<file path="src/rtl/core/htm_pkg.sv">
// Package for the host/target mailbox: shared types, constants and the
// enumeration string table. No dependencies.
`default_nettype none

package htm_pkg;

  localparam int CfgIdxW = 2;
  localparam int IdxW    = 4;

  // Configuration register indexes
  localparam logic [CfgIdxW-1:0] CFG_TOHOST_OFS   = 2'd0;
  localparam logic [CfgIdxW-1:0] CFG_FROMHOST_OFS = 2'd1;

  // Request types
  localparam logic [1:0] REQ_READ  = 2'd0;
  localparam logic [1:0] REQ_WRITE = 2'd1;
  localparam logic [1:0] REQ_RX    = 2'd2;

  // Devices and commands
  localparam logic [7:0] DEV_SYS     = 8'h00;
  localparam logic [7:0] DEV_CONSOLE = 8'h01;
  localparam logic [7:0] DEV_NULL    = 8'h02;
  localparam logic [7:0] CMD_ZERO    = 8'h00;
  localparam logic [7:0] CMD_TX      = 8'h01;
  localparam logic [7:0] CMD_IDENT   = 8'hFF;

  localparam logic [15:0] RX_FLAG  = 16'h0100;
  localparam logic [15:0] TX_FLAG  = 16'h0100;
  localparam logic [47:0] PAYLOAD_MASK = 48'hFFFF_FFFF_FFFF;

  typedef enum logic {S_IDLE, S_OUT} state_t;

  typedef enum logic [2:0] {
    STR_NONE, STR_PROXY, STR_SYSCALL, STR_BCD, STR_READ, STR_WRITE, STR_END
  } str_id_t;

  // Controller to datapath
  typedef struct packed {
    logic            load;
    logic [IdxW-1:0] idx;
  } cmd_t;

  // Datapath to controller
  typedef struct packed {
    logic [IdxW-1:0] last_idx;
  } sts_t;

  // Index of the final result (terminator) for a string
  function automatic logic [IdxW-1:0] str_last(input str_id_t id);
    logic [IdxW-1:0] n;
    case (id)
      STR_PROXY:   n = 4'd13;
      STR_SYSCALL: n = 4'd7;
      STR_BCD:     n = 4'd3;
      STR_READ:    n = 4'd4;
      STR_WRITE:   n = 4'd5;
      default:     n = 4'd0;
    endcase
    return n;
  endfunction

  // Byte k of a string, zero at and past its terminator
  function automatic logic [7:0] str_byte(input str_id_t id, input logic [IdxW-1:0] k);
    logic [111:0] s;
    case (id)
      STR_PROXY:   s = {"syscall", "_proxy", 8'h00};
      STR_SYSCALL: s = {"syscall", 56'h0};
      STR_BCD:     s = {"bcd", 88'h0};
      STR_READ:    s = {"read", 80'h0};
      STR_WRITE:   s = {"write", 72'h0};
      default:     s = '0;
    endcase
    if (k > 4'd13) begin
      return 8'h00;
    end
    return s[8*(4'd13 - k) +: 8];
  endfunction

endpackage

`default_nettype wire

</file>
<file path="src/rtl/core/htm_ctrl.sv">
// Controller for the host/target mailbox: accepts one item, then walks the
// result index until the last result is taken. Uses htm_pkg.
`default_nettype none

module htm_ctrl import htm_pkg::*; (
  input  wire  clk,
  input  wire  rst_n,
  input  wire  in_valid,
  output logic in_ready,
  output logic out_valid,
  input  wire  out_ready,
  output logic out_last,
  output cmd_t cmd,
  input  sts_t sts
);

  state_t          state_r, state_nxt;
  logic [IdxW-1:0] idx_r, idx_nxt;

  // State and index registers
  always_ff @(posedge clk) begin
    if (!rst_n) begin
      state_r <= S_IDLE;
      idx_r   <= '0;
    end else begin
      state_r <= state_nxt;
      idx_r   <= idx_nxt;
    end
  end

  // Next state and handshake outputs
  always_comb begin
    state_nxt = state_r;
    idx_nxt   = idx_r;
    in_ready  = 1'b0;
    out_valid = 1'b0;
    out_last  = (idx_r == sts.last_idx);
    cmd.load  = 1'b0;
    cmd.idx   = idx_r;
    case (state_r)
      S_IDLE: begin
        in_ready = 1'b1;
        if (in_valid) begin
          cmd.load  = 1'b1;
          idx_nxt   = '0;
          state_nxt = S_OUT;
        end
      end
      S_OUT: begin
        out_valid = 1'b1;
        if (out_ready) begin
          if (out_last) begin
            state_nxt = S_IDLE;
          end else begin
            idx_nxt = idx_r + 1'b1;
          end
        end
      end
      default: state_nxt = S_IDLE;
    endcase
  end

endmodule

`default_nettype wire

</file>
<file path="src/rtl/core/htm_dp.sv">
// Datapath for the host/target mailbox: mailbox registers, offsets, command
// decode and the result registers. Uses htm_pkg.
`default_nettype none

module htm_dp import htm_pkg::*; (
  input  wire                clk,
  input  wire                rst_n,
  input  wire                cfg_we,
  input  wire  [CfgIdxW-1:0] cfg_index,
  input  wire  [31:0]        cfg_data,
  input  cmd_t               cmd,
  output sts_t               sts,
  input  wire  [1:0]         req_type,
  input  wire  [31:0]        bus_offset,
  input  wire  [31:0]        write_data,
  input  wire  [7:0]         rx_byte,
  output logic [31:0]        read_data,
  output logic               irq_level,
  output logic               mem_write,
  output logic [40:0]        mem_address,
  output logic [7:0]         mem_byte,
  output logic               tx_valid,
  output logic [7:0]         tx_byte,
  output logic               exit_valid,
  output logic [46:0]        exit_status
);

  // Mailbox state
  logic [63:0] tohost_r, tohost_nxt;
  logic [63:0] fromhost_r, fromhost_nxt;
  logic [15:0] tag_r, tag_nxt;
  logic        allow_r, allow_nxt;
  logic        irq_r, irq_nxt;
  logic [31:0] to_ofs_r, from_ofs_r;

  // Result registers
  logic [31:0] rd_r, rd_nxt;
  logic        txv_r, txv_nxt;
  logic [7:0]  txb_r, txb_nxt;
  logic        exv_r, exv_nxt;
  logic [46:0] exc_r, exc_nxt;
  str_id_t     str_r, str_nxt;
  logic [39:0] base_r, base_nxt;

  // Offset matches; the +4 forms are 33 bits wide and never wrap
  logic        hit_tl, hit_th, hit_fl, hit_fh;
  logic [32:0] to_hi_ofs, from_hi_ofs;
  logic [63:0] full;
  logic [7:0]  dev, op, what;
  logic [47:0] payload;
  logic [15:0] resp;
  logic        finish;
  logic [63:0] fh_or;

  assign to_hi_ofs   = {1'b0, to_ofs_r} + 33'd4;
  assign from_hi_ofs = {1'b0, from_ofs_r} + 33'd4;
  assign hit_tl = (bus_offset == to_ofs_r);
  assign hit_th = ({1'b0, bus_offset} == to_hi_ofs);
  assign hit_fl = (bus_offset == from_ofs_r);
  assign hit_fh = ({1'b0, bus_offset} == from_hi_ofs);

  assign full    = tohost_r | {write_data, 32'h0};
  assign dev     = full[63:56];
  assign op      = full[55:48];
  assign payload = full[47:0] & PAYLOAD_MASK;
  assign what    = payload[7:0];
  assign fh_or   = fromhost_r | {write_data, 32'h0};

  // Configuration writes
  always_ff @(posedge clk) begin
    if (!rst_n) begin
      to_ofs_r   <= 32'd0;
      from_ofs_r <= 32'd8;
    end else if (cfg_we) begin
      if (cfg_index == CFG_TOHOST_OFS) begin
        to_ofs_r <= cfg_data;
      end else if (cfg_index == CFG_FROMHOST_OFS) begin
        from_ofs_r <= cfg_data;
      end
    end
  end

  // Decode one item and compute the next mailbox state
  always_comb begin
    tohost_nxt   = tohost_r;
    fromhost_nxt = fromhost_r;
    tag_nxt      = tag_r;
    allow_nxt    = allow_r;
    irq_nxt      = irq_r;
    rd_nxt       = '0;
    txv_nxt      = 1'b0;
    txb_nxt      = '0;
    exv_nxt      = 1'b0;
    exc_nxt      = '0;
    str_nxt      = STR_NONE;
    base_nxt     = '0;
    resp         = '0;
    finish       = 1'b1;
    case (req_type)
      REQ_READ: begin
        if (hit_tl) begin
          rd_nxt = tohost_r[31:0];
        end else if (hit_th) begin
          rd_nxt = tohost_r[63:32];
        end else if (hit_fl) begin
          rd_nxt = fromhost_r[31:0];
        end else if (hit_fh) begin
          rd_nxt = fromhost_r[63:32];
        end
      end
      REQ_WRITE: begin
        if (hit_tl) begin
          if (tohost_r == 64'h0) begin
            allow_nxt  = 1'b1;
            tohost_nxt = {32'h0, write_data};
          end else begin
            allow_nxt = 1'b0;
          end
        end else if (hit_th) begin
          if (allow_r) begin
            base_nxt = payload[47:8];
            if (dev == DEV_SYS) begin
              if (op == CMD_ZERO) begin
                if (payload[0]) begin
                  exv_nxt = 1'b1;
                  exc_nxt = payload[47:1];
                end
              end else if (op == CMD_IDENT) begin
                str_nxt = (what == 8'hFF) ? STR_PROXY :
                          (what == 8'h00) ? STR_SYSCALL : STR_END;
                resp    = 16'd1;
              end
            end else if (dev == DEV_CONSOLE) begin
              if (op == CMD_ZERO) begin
                tag_nxt = full[63:48];
                finish  = 1'b0;
              end else if (op == CMD_TX) begin
                txv_nxt = 1'b1;
                txb_nxt = what;
                resp    = TX_FLAG | {8'h0, what};
              end else if (op == CMD_IDENT) begin
                str_nxt = (what == 8'hFF) ? STR_BCD :
                          (what == 8'h00) ? STR_READ :
                          (what == 8'h01) ? STR_WRITE : STR_END;
                resp    = 16'd1;
              end
            end else if (dev == DEV_NULL && op == CMD_IDENT && what == 8'hFF) begin
              str_nxt = STR_END;
              resp    = 16'd1;
            end
            tohost_nxt = 64'h0;
            if (finish) begin
              fromhost_nxt = {full[63:48], 32'h0, resp};
              if ((full[63:48] != 16'h0) || (resp != 16'h0)) begin
                irq_nxt = 1'b1;
              end
            end
          end
        end else if (hit_fl) begin
          fromhost_nxt = {32'h0, write_data};
        end else if (hit_fh) begin
          fromhost_nxt = fh_or;
          if (fh_or == 64'h0) begin
            irq_nxt = 1'b0;
          end
        end
      end
      REQ_RX: begin
        fromhost_nxt = {tag_r, 32'h0, RX_FLAG | {8'h0, rx_byte}};
        irq_nxt      = 1'b1;
      end
      default: ;
    endcase
  end

  // Mailbox state registers
  always_ff @(posedge clk) begin
    if (!rst_n) begin
      tohost_r   <= '0;
      fromhost_r <= '0;
      tag_r      <= '0;
      allow_r    <= 1'b0;
      irq_r      <= 1'b0;
      str_r      <= STR_NONE;
    end else if (cmd.load) begin
      tohost_r   <= tohost_nxt;
      fromhost_r <= fromhost_nxt;
      tag_r      <= tag_nxt;
      allow_r    <= allow_nxt;
      irq_r      <= irq_nxt;
      str_r      <= str_nxt;
    end
  end

  // Result payload registers
  always_ff @(posedge clk) begin
    if (cmd.load) begin
      rd_r   <= rd_nxt;
      txv_r  <= txv_nxt;
      txb_r  <= txb_nxt;
      exv_r  <= exv_nxt;
      exc_r  <= exc_nxt;
      base_r <= base_nxt;
    end
  end

  // Drive the result selected by the controller's index
  assign sts.last_idx = str_last(str_r);
  assign read_data    = rd_r;
  assign irq_level    = irq_r;
  assign mem_write    = (str_r != STR_NONE);
  assign mem_address  = mem_write ? ({1'b0, base_r} + {{(41-IdxW){1'b0}}, cmd.idx}) : 41'h0;
  assign mem_byte     = str_byte(str_r, cmd.idx);
  assign tx_valid     = txv_r;
  assign tx_byte      = txb_r;
  assign exit_valid   = exv_r;
  assign exit_status  = exc_r;

endmodule

`default_nettype wire

</file>
<file path="src/rtl/core/host_target_mailbox.sv">
// Host/target mailbox top level: controller, datapath and checks.
// The first result is valid in the cycle after an item is accepted.
// An item gives 1 result, or up to 14 for a name enumeration (one string byte
// per cycle while out_ready is high, set by the result index counter).
// Reset (rst_n low, synchronous): mailbox words, tag, allow and interrupt clear;
// tohost offset returns to 0 and fromhost offset to 8. Uses htm_pkg.
`default_nettype none

module host_target_mailbox import htm_pkg::*; (
  input  wire                clk,
  input  wire                rst_n,
  input  wire                cfg_valid,
  output logic               cfg_ready,
  input  wire  [CfgIdxW-1:0] cfg_index,
  input  wire  [31:0]        cfg_data,
  input  wire                in_valid,
  output logic               in_ready,
  input  wire  [1:0]         in_req_type,
  input  wire  [31:0]        in_bus_offset,
  input  wire  [31:0]        in_write_data,
  input  wire  [7:0]         in_rx_byte,
  output logic               out_valid,
  input  wire                out_ready,
  output logic [31:0]        out_read_data,
  output logic               out_irq_level,
  output logic               out_mem_write,
  output logic [40:0]        out_mem_address,
  output logic [7:0]         out_mem_byte,
  output logic               out_tx_valid,
  output logic [7:0]         out_tx_byte,
  output logic               out_exit_valid,
  output logic [46:0]        out_exit_status,
  output logic               out_last
);

  cmd_t cmd;
  sts_t sts;

  // Configuration is always taken
  assign cfg_ready = 1'b1;

  htm_ctrl u_ctrl (
    .clk       (clk),
    .rst_n     (rst_n),
    .in_valid  (in_valid),
    .in_ready  (in_ready),
    .out_valid (out_valid),
    .out_ready (out_ready),
    .out_last  (out_last),
    .cmd       (cmd),
    .sts       (sts)
  );

  htm_dp u_dp (
    .clk         (clk),
    .rst_n       (rst_n),
    .cfg_we      (cfg_valid & cfg_ready),
    .cfg_index   (cfg_index),
    .cfg_data    (cfg_data),
    .cmd         (cmd),
    .sts         (sts),
    .req_type    (in_req_type),
    .bus_offset  (in_bus_offset),
    .write_data  (in_write_data),
    .rx_byte     (in_rx_byte),
    .read_data   (out_read_data),
    .irq_level   (out_irq_level),
    .mem_write   (out_mem_write),
    .mem_address (out_mem_address),
    .mem_byte    (out_mem_byte),
    .tx_valid    (out_tx_valid),
    .tx_byte     (out_tx_byte),
    .exit_valid  (out_exit_valid),
    .exit_status (out_exit_status)
  );

  // One item in flight: never take input while results are pending
  a_one_item: assert property (@(posedge clk) disable iff (!rst_n)
    !(in_ready && out_valid))
    else $error("input taken while results pending");

  // Final result ends the item
  a_last_ends: assert property (@(posedge clk) disable iff (!rst_n)
    (out_valid && out_ready && out_last) |=> !out_valid)
    else $error("results continue after last");

  // Only enumeration items produce more than one result
  a_multi_enum: assert property (@(posedge clk) disable iff (!rst_n)
    (out_valid && !out_last) |-> out_mem_write)
    else $error("multiple results without memory write");

  // Memory fields are zero when no memory write is carried
  a_mem_zero: assert property (@(posedge clk) disable iff (!rst_n)
    (out_valid && !out_mem_write) |-> (out_mem_address == 41'h0 && out_mem_byte == 8'h0))
    else $error("memory fields set without memory write");

endmodule

`default_nettype wire

</file>
<file path="config.mk">
export PLATFORM = sky130hd
export DESIGN_NAME = host_target_mailbox
export DESIGN_NICKNAME = d
export VERILOG_FILES = /design/src/rtl/core/htm_pkg.sv /design/src/rtl/core/htm_ctrl.sv /design/src/rtl/core/htm_dp.sv /design/src/rtl/core/host_target_mailbox.sv
export SDC_FILE = /design/constraint.sdc
export NUM_CORES = 1
export LEC_CHECK = 0
export BUFFER_PORTS_ARGS = -buffer_cell sky130_fd_sc_hd__buf_2
export CORE_MARGIN = 2
export CORE_UTILIZATION = 45
export CTS_CLUSTER_SIZE = 25
export DETAILED_ROUTE_END_ITERATION = 6
export HOLD_SLACK_MARGIN = 0.05
export PLACE_DENSITY = 0.65
export SYNTH_ARGS = -nofsm -noshare
export SYNTH_HDL_FRONTEND = slang
export SYNTH_HIERARCHICAL = 1
export SYNTH_SLANG_ARGS = --single-unit
</file>
<file path="constraint.sdc">
create_clock -name clk -period 29.2 [get_ports clk]
set_clock_uncertainty 0.05 [all_clocks]
set_input_delay 5.84 -clock clk [delete_from_list [all_inputs] [get_ports clk]]
set_output_delay 5.84 -clock clk [all_outputs]
set_load 0.03 [all_outputs]
</file>
---- After elaboration in Yosys (flattened, before gate mapping) ----
Cells that the tools add are included.
word-level totals
  register bits after elaboration ......... 347
  bits in latches ......................... 0
  memory bits (writable) .................. 0
  ROM bits ................................ 0
  output and inout port bits .............. 144
  word-level logic and storage cells ...... 175
  memories ................................ 0
cells by class
  add/subtract/negate cells ............... 5
  multiply operators ...................... 0
  divide/modulo/power cells ............... 0
  magnitude comparators ................... 1
  eq/ne operators ......................... 31
  shift-type cells ........................ 1
  multiplexer cells ....................... 79
  bitwise operators ....................... 13
  reduce and logical (&&, ||, !) cells .... 29
operators by type and width
  kind                     number
  $mux W64                 10
  $pmux W111 S5            1
  $mux W16                 9
  $logic_not A64 Y1        2
  $mux W32                 4
  $or A64 B64 Y64          2
  $pmux W64 S2             1
  $shiftx A112 B33 Y8      1
  $add A32 B3 Y33 const B  2
  $eq A32 B33 Y1           2
  $eq A32 B32 Y1           2
  $mux W3                  16
  $add A40 B4 Y41          1
  $mux W41                 1
  $reduce_bool A16 Y1      2
  $mux W1                  27
  $eq A8 B1 Y1 const B     3
  $logic_not A8 Y1         3
  $pmux W4 S5              1
  $eq A8 B8 Y1 const B     2
  $mux W8                  2
  $reduce_or A7 Y1         2
  $mux W4                  3
  $not A1 Y1               11
  other kinds (32)         49

---- Logic depth before layout (Yosys ltp) ----
Gate-level depths: netlist (run 1).
  depth in word-level cells ............... 19
  depth in mapped cells ................... 15
  mapped depth without buffers ............ 12

---- Modules after synthesis ----
The synthesis (run 1) kept the hierarchy.
modules (own cells, without submodules)
  module               times used  cells an instance  area each (um2)
  htm_dp               1           1863               16733.5
  htm_ctrl             1           32                 286.5
  host_target_mailbox  1           2                  11.3

---- Worst setup path after synthesis (run 1) ----
Ideal clock, no wire load.
  kind .................................... input to register
  start point ............................. input in_valid
  end point ............................... register u_dp.tohost_r[10]
  arrival ................................. 13.503 ns
  data required time ...................... 29.090 ns
  path slack .............................. 15.588 ns
  stages .................................. 6
  buffers on the path ..................... 1
  cell sequence ........................... nor2b_1 -> nand3_1 -> or4_1 -> nor2_1 -> clkbuf_1 -> a22o_1
between the ends
  cells in the longest elaborated chain, start to end .. 3
RTL lines
  element                      RTL line                   RTL
  start: declaration           host_target_mailbox.sv:16  input wire in_valid,
  $mux W1                      htm_ctrl.sv:43             if (in_valid) begin
  $mux W1                      htm_ctrl.sv:40             case (state_r)
  $reduce_and A5 Y1 (no line)  n/a
  end signal: assignment       htm_dp.sv:186              tohost_r <= tohost_nxt;
  end: declaration             htm_dp.sv:29               logic [63:0] tohost_r, tohost_nxt;
No other way between the ends.
A chain may end at the register's enable or synchronous reset.

---- Worst setup path after layout (run 1) ----
  start point ............................. register u_ctrl.idx_r[0]
  end point ............................... output out_mem_address[38]
between the ends
  cells in the longest elaborated chain, start to end .. 2
RTL lines
  element                   RTL line                   RTL
  start: declaration        htm_ctrl.sv:18             logic [IdxW-1:0] idx_r, idx_nxt;
  start signal: assignment  htm_ctrl.sv:27             idx_r <= idx_nxt;
  $add A40 B4 Y41           htm_dp.sv:212              assign mem_address = mem_write ? ({1'b0, base_r} + {{(41-IdxW){1'b0}}, cmd.idx}) : 41'h0;
  $mux W41                  htm_dp.sv:212
  end: declaration          host_target_mailbox.sv:27  output logic [40:0] out_mem_address,
No other way between the ends.

==> results of run 1 <==
[kinds of logic after synthesis]
group,after synthesis,share of synthesized area (%)
simple gates,852,25.85
compound gates,359,13.97
flops,315,44.61
buf+inv,166,4.143
xor+xnor,116,5.965
mux,71,4.202
fa+ha+maj,16,1.220
other cells,2,0.04410
[routing by layer]
| metal | track usage [%] | part of all wire (%) |
|---|---|---|
| met5 | 0 | 0.080 |
| met4 | 7.601 | 2.0 |
| met3 | 4.629 | 7.1 |
| met2 | 44.99 | 48 |
| met1 | 35.66 | 43 |
[registers in the layout, summed over array words and instances, names as in the netlist, 3 cells and up]
signal / flops
u_dp/fromhost_r: 64
u_dp/exit_status: 47
u_dp/base_r: 40
u_dp/from_ofs_r: 32
u_dp/read_data: 32
u_dp/to_ofs_r: 32
u_dp/tohost_r: 32
u_dp/tag_r: 16
u_dp/tx_byte: 8
u_ctrl/idx_r: 4
u_dp/str_r: 3
[power by group through the flow]
stage	combinational (W)	sequential, W	clock (W)
after global placement	0.0000976	0.000495	0
after detailed placement	0.0000983	0.000496	0
after global routing	0.000107	0.000488	0.000451
after floorplan	0.0000492	0.000506	0
after CTS	0.0000987	0.000486	0.000433
final	0.0000991	0.000486	0.000426
[final timing paths]
kind | slack [ps] | end | cells after the start | start
setup / recovery | 18750 | out_mem_address[38] | 13 | u_ctrl/idx_r[0]$_SDFFE_PN0P_
hold / removal | 410 | u_dp/tag_r[3]$_SDFFE_PN0P_ | 1 | u_dp/tag_r[3]$_SDFFE_PN0P_
setup reg to reg | 24380 | u_dp/fromhost_r[29]$_SDFFE_PN0P_ | 11 | u_dp/to_ofs_r[5]$_SDFFE_PN0P_
hold reg to reg | 410 | u_dp/tag_r[3]$_SDFFE_PN0P_ | 1 | u_dp/tag_r[3]$_SDFFE_PN0P_
[final cells by class]
class | instances | area, um2
fill | 3557 | 17750
multi-input combinational | 1416 | 8775
sequential | 315 | 7597
timing repair buffer | 276 | 1436
clock buffer | 45 | 964.7
tap | 511 | 639.4
inverter | 48 | 180.2
clock inverter | 17 | 137.6
antenna | 2 | 5.005
[synthesized netlist by cell type, drive strengths merged, types with 15 or more instances]
| cell type | instances |
|---|---|
| nor3 | 29 |
| clkbuf | 83 |
| inv | 47 |
| nand2 | 282 |
| o21ai | 69 |
| xor2 | 69 |
| a31oi | 23 |
| a22o | 32 |
| nor3b | 25 |
| nand3 | 55 |
| nor2 | 104 |
| o2bb2ai | 28 |
| ha | 15 |
| and2 | 108 |
| nand4 | 46 |
| and3 | 28 |
| dfxtp | 186 |
| nor2b | 43 |
| nand2b | 24 |
| edfxtp | 129 |
| mux2i | 67 |
| buf | 35 |
| a21oi | 118 |
| xnor2 | 47 |
| nor4 | 56 |
[stage by stage]
| stage | cells | util, % |
|---|---|---|
| finish | 2630 | 52.64 |
| detailed placement | 2566 | 49.69 |
| global route | 2628 | 52.63 |
| CTS | 2628 | 52.63 |
| global placement | 2566 | 49.69 |
| floorplan | 1897 | - |
==> implementation parameters, run 1 <==
Parameter                              Value

Floorplan
  Core region area ... 37490 um2
  Die extent in x ... 198.5 um
  Starting utilization of the core area ... 45.43%
  Vert. Die Dim ... 198.5 um
  I/O pin cnt ... 257
  Floorplan die area ... 39420 um2
  Rows ... slightly above 70

GRT
  Number of antenna violations at the first check in global routing ... 4
  Largest net degree at the start of global routing ... 71
  Total global-route track usage ... 26.83%
  Number of global-route vias before repair ... 14010
  Overall overflow remaining after global route ... 0
  First-pass GRT wire length ... 81430 um

Synthesis
  Count of yosys warnings during synthesis ... 6
  Post-synth top flop ... sky130_fd_sc_hd__dfxtp_1
  Cell types occupying the most area after synthesis ... sky130_fd_sc_hd__edfxtp_1 23%, sky130_fd_sc_hd__dfxtp_1 22%, sky130_fd_sc_hd__nand2_1 6.2%
  Number of storage elements in the synthesis netlist ... roughly 320
  Number of enable-type register cells in the synthesized netlist ... 129
  Sequential cell area fraction in the yosys report ... 44.61%
  Fraction of registers with async set/reset ... 0%
  Yosys top cell by area ... sky130_fd_sc_hd__edfxtp_1
  Area of the mapped netlist ... 17030 um2
  Count of mapped cells out of synthesis ... 1897
  Number of nets produced by synthesis ... slightly above 2000
  Avg Cell Area, Syn ... 8.978 um2
  Area fraction of the dominant cell type after synthesis ... a little under a quarter
  Number of distinct standard cells referenced by the synthesized netlist ... 86

Route
  Iter 0 DRT Violations ... 1249
  Avg Vias per Cell ... roughly 5.8
  Final routed wirelength across all metal layers ... 53740 um
  Count of unresolved DRC violations after routing ... 0
  Detailed-routing iteration count for the pre-antenna-repair pass ... 7
  Remaining antenna violation count after routing ... 0
  Post-DR wirelength/cell ... ~20 um
  Vias ... 15130

Setup path
  Arrival time reported for the critical path endpoint ... 4560 ps
  Required time reported for the critical path endpoint ... ~23000 ps
  Most common cell type on the critical path ... sky130_fd_sc_hd__nor2_1
  Top fanout value on the critical path ... 33
  Bufs and invs on worst path ... 1
  Chain of cells forming the critical path ... ha_1, fa_1, a21o_1, a21oi_1, or3b_2, nor2_1, nand2_1, or3_1, nor3_1, nand3_1, xor2_1, nor2_1, buf_2
  Slowest-stage cell, CP ... sky130_fd_sc_hd__dfxtp_1
  Kind of launch point of the worst setup path ... flop
  Critical Path Sink Type ... primary output
  Cell type group with the largest total delay on the critical path ... simple AND/OR/NAND/NOR gates
  Crit-path max cell delay ... around 1000 ps
  Worst Setup Path Type ... reg2out

STA
  Fin Hold WS ... 407.3 ps
  Final-report setup violation count ... 0
  Number of hold violations in the final report ... 0
  Final max-slew violation count ... 0
  Highest clock rate ... 95.71 MHz
  Final setup margin ... between 15000 and 20000 ps
  Final period utilization ... 35.78%
  Min cycle time layout ... around 10000 ps
  Unrepaired setup endpoints after global routing ... false
  Least-Margin Pin Slew ... between 1000 and 1500 ps
  Worst relative slew slack ... 26.66%
  Final total negative setup slack ... 0 ps

Run
  Max-cap violations ... 0

Clock network
  Number of buffers created by CTS ... 36
  Deepest clock path buffer count ... 3
  Skew-Pair Late Insertion Delay ... 540 ps
  Total number of clock tree sinks ... 315
  Clock-pin slew reported for the worst setup and hold paths after clock tree synthesis ... around 50 ps
  Number of hold buffers added after cts ... 0
  Cells resized by post-CTS repair ... 0
  Clock tree from TritonCTS ... yes
  Root Buffer Master ... sky130_fd_sc_hd__clkbuf_16
  Buffers inserted by post-CTS timing repair ... 0
  Number of levels in the clock H-tree ... 2

Pwr
  Clock network power share ... 42.1%
  Total chip power ... 0.001011 W
  Fraction of power spent switching nets ... 25.88%
  Worst IR drop on VDD ... between 0.03 and 0.04 mV
  Part of the power in registers ... 48.1%
  Power Dens Cells ... 51.24 nW/um2
  Sw power ... about 0.00026 W
  Cell-internal power ... between 0.0007 and 0.0008 W
  Leakage dissipation ... around 7.4 nW
  Part of the power in combinational logic ... 9.8%

Finish
  Layout cell share with drive strength beyond 1 ... 17.57%
  Area growth syn-to-layout ... 15.88%
  Most frequent cells in the layout ... 282 x sky130_fd_sc_hd__nand2_1, 254 x sky130_fd_sc_hd__buf_2, 186 x sky130_fd_sc_hd__dfxtp_1
  Final Instance Area ... 19740 um2
  Commonest non-fill, non-tap cell in the layout ... sky130_fd_sc_hd__nand2_1
  Final #Nets ... 2222

Placement
  Post-detail-place hpwl ... 39240 um
  Gpl congestion ... 0.9311
  Placed cell area ... 18630 um2
  Post-placement worst setup slack ... 19290 ps
  Count of input and output buffers ... between 200 and 300

Run status
  Outcome ... complete, no violations

Hold path
  Hold Path Class ... reg2reg
(Power assumes the default switching activity.)
==> run 2, diff against run 1 <==
PLACE_DENSITY = 0.68   (was 0.65)
clock period = 8.8 ns   (was 29.2 ns; I/O delays follow)
==> implementation parameters, run 2 (synthesis results as in run 1) <==
Parameter                              Value

Run status
  Outcome ... complete, no violations (unchanged)

Hold path
  Hold Path Class ... reg2reg (unchanged)

Placement
  Gpl congestion ... 0.9267 (was 0.9311)
  Cell total after placement ... 2564 (was 2566)
  Post-detail-place hpwl ... 38630 um (was 39240 um)
  Count of input and output buffers ... 254 (unchanged)

Clock network
  Skew-Pair Late Insertion Delay ... 560 ps (was 540 ps)
  Deepest clock path buffer count ... 3 (unchanged)
  Number of levels in the clock H-tree ... 2 (unchanged)
  Clock-pin slew reported for the worst setup and hold paths after clock tree synthesis ... 60 ps (was 50 ps)
  Cells resized by post-CTS repair ... 0 (unchanged)
  Buffers inserted by post-CTS timing repair ... 0 (unchanged)
  Total number of clock tree sinks ... 315 (unchanged)
  Clock tree from TritonCTS ... yes (unchanged)
  Number of buffers created by CTS ... 36 (unchanged)
  Root Buffer Master ... sky130_fd_sc_hd__clkbuf_16 (unchanged)
  Number of hold buffers added after cts ... 0 (unchanged)

STA
  Final-report setup violation count ... 0 (unchanged)
  Unrepaired setup endpoints after global routing ... false (unchanged)
  Final period utilization ... 73.47%
  Final max-slew violation count ... 0 (unchanged)
  Worst relative slew slack ... 16.03% (was 26.66%)
  Number of hold violations in the final report ... 0 (unchanged)
  Highest clock rate ... 154.7 MHz
  Least-Margin Pin Slew ... 1260 ps (was 1100 ps)
  Fin Hold WS ... 409.4 ps (was 407.3 ps)
  Min cycle time layout ... 6465 ps
  Final total negative setup slack ... 0 ps (unchanged)

GRT
  First-pass GRT wire length ... 80470 um (was 81430 um)
  Overall overflow remaining after global route ... 0 (unchanged)
  Largest net degree at the start of global routing ... 137 (was 71)
  Total global-route track usage ... 26.39% (was 26.83%)
  Number of antenna violations at the first check in global routing ... 2 (was 4)
  Number of global-route vias before repair ... 14200 (was 14010)

Finish
  Biggest register ... u_dp/fromhost_r (unchanged)
  Commonest non-fill, non-tap cell in the layout ... sky130_fd_sc_hd__nand2_1 (unchanged)
  Inserted Diodes ... 0 (was 2)
  Most frequent cells in the layout ... 282 x sky130_fd_sc_hd__nand2_1, 254 x sky130_fd_sc_hd__buf_2, 186 x sky130_fd_sc_hd__dfxtp_1 (unchanged)
  Final #Nets ... 2220 (was 2222)
  Layout cell share with drive strength beyond 1 ... 17.75% (was 17.57%)
  Largest register FFs ... 64 (unchanged)
  Area growth syn-to-layout ... 16.58% (was 15.88%)
  Fin cells ... 2629 (was 2630)

Route
  Post-DR wirelength/cell ... 20.13 um (was 20.43 um)
  Count of unresolved DRC violations after routing ... 0 (unchanged)
  Vias ... 15130 (about the same)
  Iter 0 DRT Violations ... 1090 (was 1249)
  Avg Vias per Cell ... 5.756 (was 5.753)
  Remaining antenna violation count after routing ... 0 (unchanged)
  Detailed-routing iteration count for the pre-antenna-repair pass ... 5 (was 7)
  Final routed wirelength across all metal layers ... 52920 um (was 53740 um)

Setup path
  Top fanout value on the critical path ... 33 (unchanged)
  Worst Setup Path Type ... reg2out (unchanged)
  Kind of launch point of the worst setup path ... flop (unchanged)
  Critical Path Sink Type ... primary output (unchanged)
  Required time reported for the critical path endpoint ... 6990 ps (was 23310 ps)
  Arrival time reported for the critical path endpoint ... 4660 ps (was 4560 ps)

Pwr
  Leakage dissipation ... 7.500 nW (was 7.433 nW)
  Power Dens Cells ... 174.8 nW/um2 (was 51.24 nW/um2)
  Worst IR drop on VDD ... 0.1266 mV (was 0.03361 mV)

Run
  Max-cap violations ... 0 (unchanged)

Floorplan
  Die extent in x ... 198.5 um (unchanged)
  Rows ... 71 (unchanged)
  Vert. Die Dim ... 198.5 um (unchanged)
  I/O pin cnt ... 257 (unchanged)
  Floorplan die area ... 39420 um2 (unchanged)
  Core region area ... 37490 um2 (unchanged)
  Starting utilization of the core area ... 45.43% (unchanged)
==> run 2: path summary, 6_finish.rpt <==
kind | from | end | depth (start not counted) | slack (ps)
setup reg to reg | u_dp/from_ofs_r[3]$_SDFFE_PN1P_ | u_dp/fromhost_r[35]$_SDFFE_PN0P_ | 13 | 3780
setup / recovery | u_ctrl/idx_r[0]$_SDFFE_PN0P_ | out_mem_address[38] | 13 | 2330
hold / removal | u_dp/tag_r[3]$_SDFFE_PN0P_ | u_dp/tag_r[3]$_SDFFE_PN0P_ | 1 | 410
hold reg to reg | u_dp/tag_r[3]$_SDFFE_PN0P_ | u_dp/tag_r[3]$_SDFFE_PN0P_ | 1 | 410
==> run 2: worst max-delay path, cell delays in order, from the launching register on <==
cell and delay [ps]:
sky130_fd_sc_hd__dfxtp_1 970, sky130_fd_sc_hd__ha_1 320, sky130_fd_sc_hd__fa_1 230, sky130_fd_sc_hd__a21o_1 120
sky130_fd_sc_hd__a21oi_1 140, sky130_fd_sc_hd__or3b_2 600, sky130_fd_sc_hd__nor2_1 170, sky130_fd_sc_hd__nand2_1 130
sky130_fd_sc_hd__or3_1 450, sky130_fd_sc_hd__nor3_1 380, sky130_fd_sc_hd__nand3_1 150, sky130_fd_sc_hd__xor2_1 160
sky130_fd_sc_hd__nor2_1 80, sky130_fd_sc_hd__buf_2 200
==> run 2: cell type report <==
type / count / area, um2
clock buffer: 54 / 1131
clock inverter: 11 / 98.84
fill: 3486 / 17630
inverter: 48 / 180.2
multi-input combinational: 1416 / 8775
sequential: 315 / 7597
tap: 511 / 639.4
timing repair buffer: 274 / 1434
==> run 2: metrics by stage <==
stage | area, um2 | setup WS (ps) | utilization (%) | power (W)
2_1_floorplan | 17030 | 1894 | - | 0.001839
3_3_place_gp | 18630 | 3029 | 49.68 | 0.001964
3_5_place_dp | 18630 | 2913 | 49.68 | 0.001970
4_1_cts | 19860 | 2325 | 52.96 | 0.003493
5_1_grt | 19860 | 1937 | 52.96 | 0.003585
6_report | 19860 | 2335 | 52.96 | 0.003471
==> run 2: routing by layer <==
metal	global-route usage (%)	wire (um)
met2	44.11	25010
met1	33.68	22030
met5	0	19
met4	12.27	2234
met3	4.001	3630
==> run 2: report_power, final <==
group | internal [W] | switching, W
clock | 0.000900 | 0.000628
combinational | 0.000106 | 0.000224
sequential | 0.00157 | 0.0000427
==> run 3, diff against run 2 <==
PLACE_DENSITY = 0.65   (was 0.68)
clock period = 6.3 ns   (was 8.8 ns; I/O delays follow)
==> implementation parameters, run 3 (synthesis results as in run 1) <==
Parameter                              Value

Clock network
  Number of hold buffers added after cts ... 0 (unchanged)
  Clock tree from TritonCTS ... yes (unchanged)
  Total number of clock tree sinks ... 315 (unchanged)
  Root Buffer Master ... sky130_fd_sc_hd__clkbuf_16 (unchanged)
  Number of levels in the clock H-tree ... 2 (unchanged)
  Skew-Pair Late Insertion Delay ... 550 ps (was 560 ps)
  Deepest clock path buffer count ... 3 (unchanged)
  Number of buffers created by CTS ... 36 (unchanged)
  Clock-pin slew reported for the worst setup and hold paths after clock tree synthesis ... 50 ps (was 60 ps)

Finish
  Biggest register ... u_dp/fromhost_r (unchanged)
  Layout cell share with drive strength beyond 1 ... 17.39% (was 17.75%)
  Area growth syn-to-layout ... 15.82% (was 16.58%)
  Final Instance Area ... 19730 um2 (was 19860 um2)
  Final #Nets ... 2220 (unchanged)
  Largest register FFs ... 64 (unchanged)
  Commonest non-fill, non-tap cell in the layout ... sky130_fd_sc_hd__nand2_1 (unchanged)
  Most frequent cells in the layout ... 282 x sky130_fd_sc_hd__nand2_1, 254 x sky130_fd_sc_hd__buf_2, 185 x sky130_fd_sc_hd__dfxtp_1 (was 282 x sky130_fd_sc_hd__nand2_1, 254 x sky130_fd_sc_hd__buf_2, 186 x sky130_fd_sc_hd__dfxtp_1)

STA
  Min cycle time layout ... 5681 ps
  Unrepaired setup endpoints after global routing ... false (unchanged)
  Least-Margin Pin Slew ... 1237 ps (was 1260 ps)
  Final period utilization ... about nine tenths
  Worst relative slew slack ... 17.54% (was 16.03%)
  Highest clock rate ... about 180 MHz
  Final-report setup violation count ... 0 (unchanged)
  Number of hold violations in the final report ... 0 (unchanged)
  Final total negative setup slack ... 0 ps (unchanged)
  Final max-slew violation count ... 0 (unchanged)

Setup path
  Top fanout value on the critical path ... 25 (was 33)
  Required time reported for the critical path endpoint ... 4990 ps (was 6990 ps)
  Worst Setup Path Type ... reg2out (unchanged)
  Kind of launch point of the worst setup path ... flop (unchanged)
  Worst Reg2Reg Path Length in Cells ... 11 (was 13)
  Arrival time reported for the critical path endpoint ... 4370 ps (was 4660 ps)
  Launch point of the critical path ... u_ctrl/idx_r[1]$_SDFFE_PN0P_ (was u_ctrl/idx_r[0]$_SDFFE_PN0P_)
  Slowest-stage cell, CP ... sky130_fd_sc_hd__dfxtp_1 (unchanged)
  Crit-path max cell delay ... 880 ps (was 970 ps)
  Most common cell type on the critical path ... sky130_fd_sc_hd__nor2_1 (unchanged)
  FF-to-FF Start ... u_dp/to_ofs_r[5]$_SDFFE_PN0P_ (was u_dp/from_ofs_r[3]$_SDFFE_PN1P_)
  Cell type group with the largest total delay on the critical path ... simple AND/OR/NAND/NOR gates (unchanged)
  Chain of cells forming the critical path ... fa_1, a21o_1, a21oi_1, or3b_2, nor2_1, nand2_1, or3_1, nor3_1, nand3_1, xor2_1, nor2_1, buf_2 (was ha_1, fa_1, a21o_1, a21oi_1, or3b_2, nor2_1, nand2_1, or3_1, nor3_1, nand3_1, xor2_1, nor2_1, buf_2)
  Number of gates on the worst path with buffers counted ... 12 (was 13)
  Critical Path Sink Type ... primary output (unchanged)
  Bufs and invs on worst path ... 1 (unchanged)

GRT
  First-pass GRT wire length ... 82070 um (was 80470 um)
  Total global-route track usage ... 27.05% (was 26.39%)
  Met1 track demand over resource ... 35.24% (was 33.68%)
  Largest net degree at the start of global routing ... 135 (was 137)
  Overall overflow remaining after global route ... 0 (unchanged)
  Met2 GRT Util ... 45.43% (was 44.11%)
  Number of antenna violations at the first check in global routing ... 4 (was 2)
  Met3 track demand over resource ... 5.205% (was 4.001%)
  Most Crowded Layer GR ... met2 (unchanged)
  Number of global-route vias before repair ... 14320 (was 14200)

Route
  Count of unresolved DRC violations after routing ... 2 (was 0)
  Remaining antenna violation count after routing ... 0 (unchanged)
  Vias ... 15060 (was 15130)
  Post-DR wirelength/cell ... 20.63 um (was 20.13 um)
  Final routed wirelength across all metal layers ... 54210 um (was 52920 um)
  Iter 0 DRT Violations ... 1161 (was 1090)
  Avg Vias per Cell ... 5.732 (was 5.756)
  Detailed-routing iteration count for the pre-antenna-repair pass ... 7 (was 5)

Placement
  Post-detail-place hpwl ... 39230 um (was 38630 um)
  Placed cell area ... 18630 um2 (unchanged)
  Gpl congestion ... 0.9155 (was 0.9267)
  Count of input and output buffers ... 254 (unchanged)

Floorplan
  Vert. Die Dim ... 198.5 um (unchanged)
  Starting utilization of the core area ... 45.43% (unchanged)
  Die extent in x ... 198.5 um (unchanged)
  I/O pin cnt ... 257 (unchanged)
  Core region area ... 37490 um2 (unchanged)
  Rows ... 71 (unchanged)
  Floorplan die area ... 39420 um2 (unchanged)

Pwr
  Total chip power ... 0.004697 W (was 0.003471 W)
  Worst IR drop on VDD ... 0.1852 mV (was 0.1266 mV)
  Power Dens Cells ... 238.1 nW/um2 (was 174.8 nW/um2)
  Leakage dissipation ... 7.435 nW (was 7.500 nW)

Hold path
  Hold Path Class ... reg2reg (unchanged)
  Hold path depth ... 1 (unchanged)
  Startpoint of the lowest-slack hold path ... u_dp/tag_r[10]$_SDFFE_PN0P_ (was u_dp/tag_r[3]$_SDFFE_PN0P_)

Run status
  Outcome ... complete, but fails checks (was complete, no violations)
  Violations in the final reports ... DRC

Run
  Max-cap violations ... 0 (unchanged)
-- run 3: timing repair --
| action | 4_1_cts | 5_1_grt |
|---|---|---|
| endpoints found under the hold margin | 0 | 0 |
| setup buffers | 0 | 0 |
| setup endpoints to repair | 0 | 1 |
| resized for setup | 0 | 1 |
-- run 3: report_power, final --
group	total, W	internal [W]	switching [W]
clock network	0.00198	0.00114	0.000846
logic	0.000463	0.000147	0.000316
registers	0.00225	0.00219	0.0000580
-- run 3: per-stage QoR --
step	util (%)	cells	hold slack (ps)	setup slack [ps]
5_1_grt	52.61	2627	417.0	210.6
6_report	52.62	2628	408.9	618.5
3_5_place_dp	49.68	2564	393.5	865.8
3_3_place_gp	49.68	2564	392.3	982.7
2_1_floorplan	-	1897	379.6	1452
4_1_cts	52.61	2627	411.4	296.5
-- run 3: cell type report --
cell class              instances  area (um2)
multi-input cells            1416        8775
clock inverters                 9       66.31
inverters                      48       180.2
fillers                      3532       17760
clock buffers                  54        1030
flip-flops and latches        315        7599
diodes                          1       2.502
repair buffers                274        1434
well taps                     511       639.4
-- run 3: routing by layer --
layer  up-vias  part of all wire [%]
met5         -                 0.083
met4         8                   2.4
met3        92                   7.3
met2       581                    47
met1      7230                    43
li1       7152                     -
-- run 3: path summary, 6_finish.rpt --
kind	endpoint	slack (ps)
worst max-delay path	out_mem_address[38]	620
worst min-delay path	u_dp/tag_r[10]$_SDFFE_PN0P_	410
worst max register to register	u_dp/fromhost_r[42]$_SDFFE_PN0P_	1380
worst min register to register	u_dp/tag_r[10]$_SDFFE_PN0P_	410
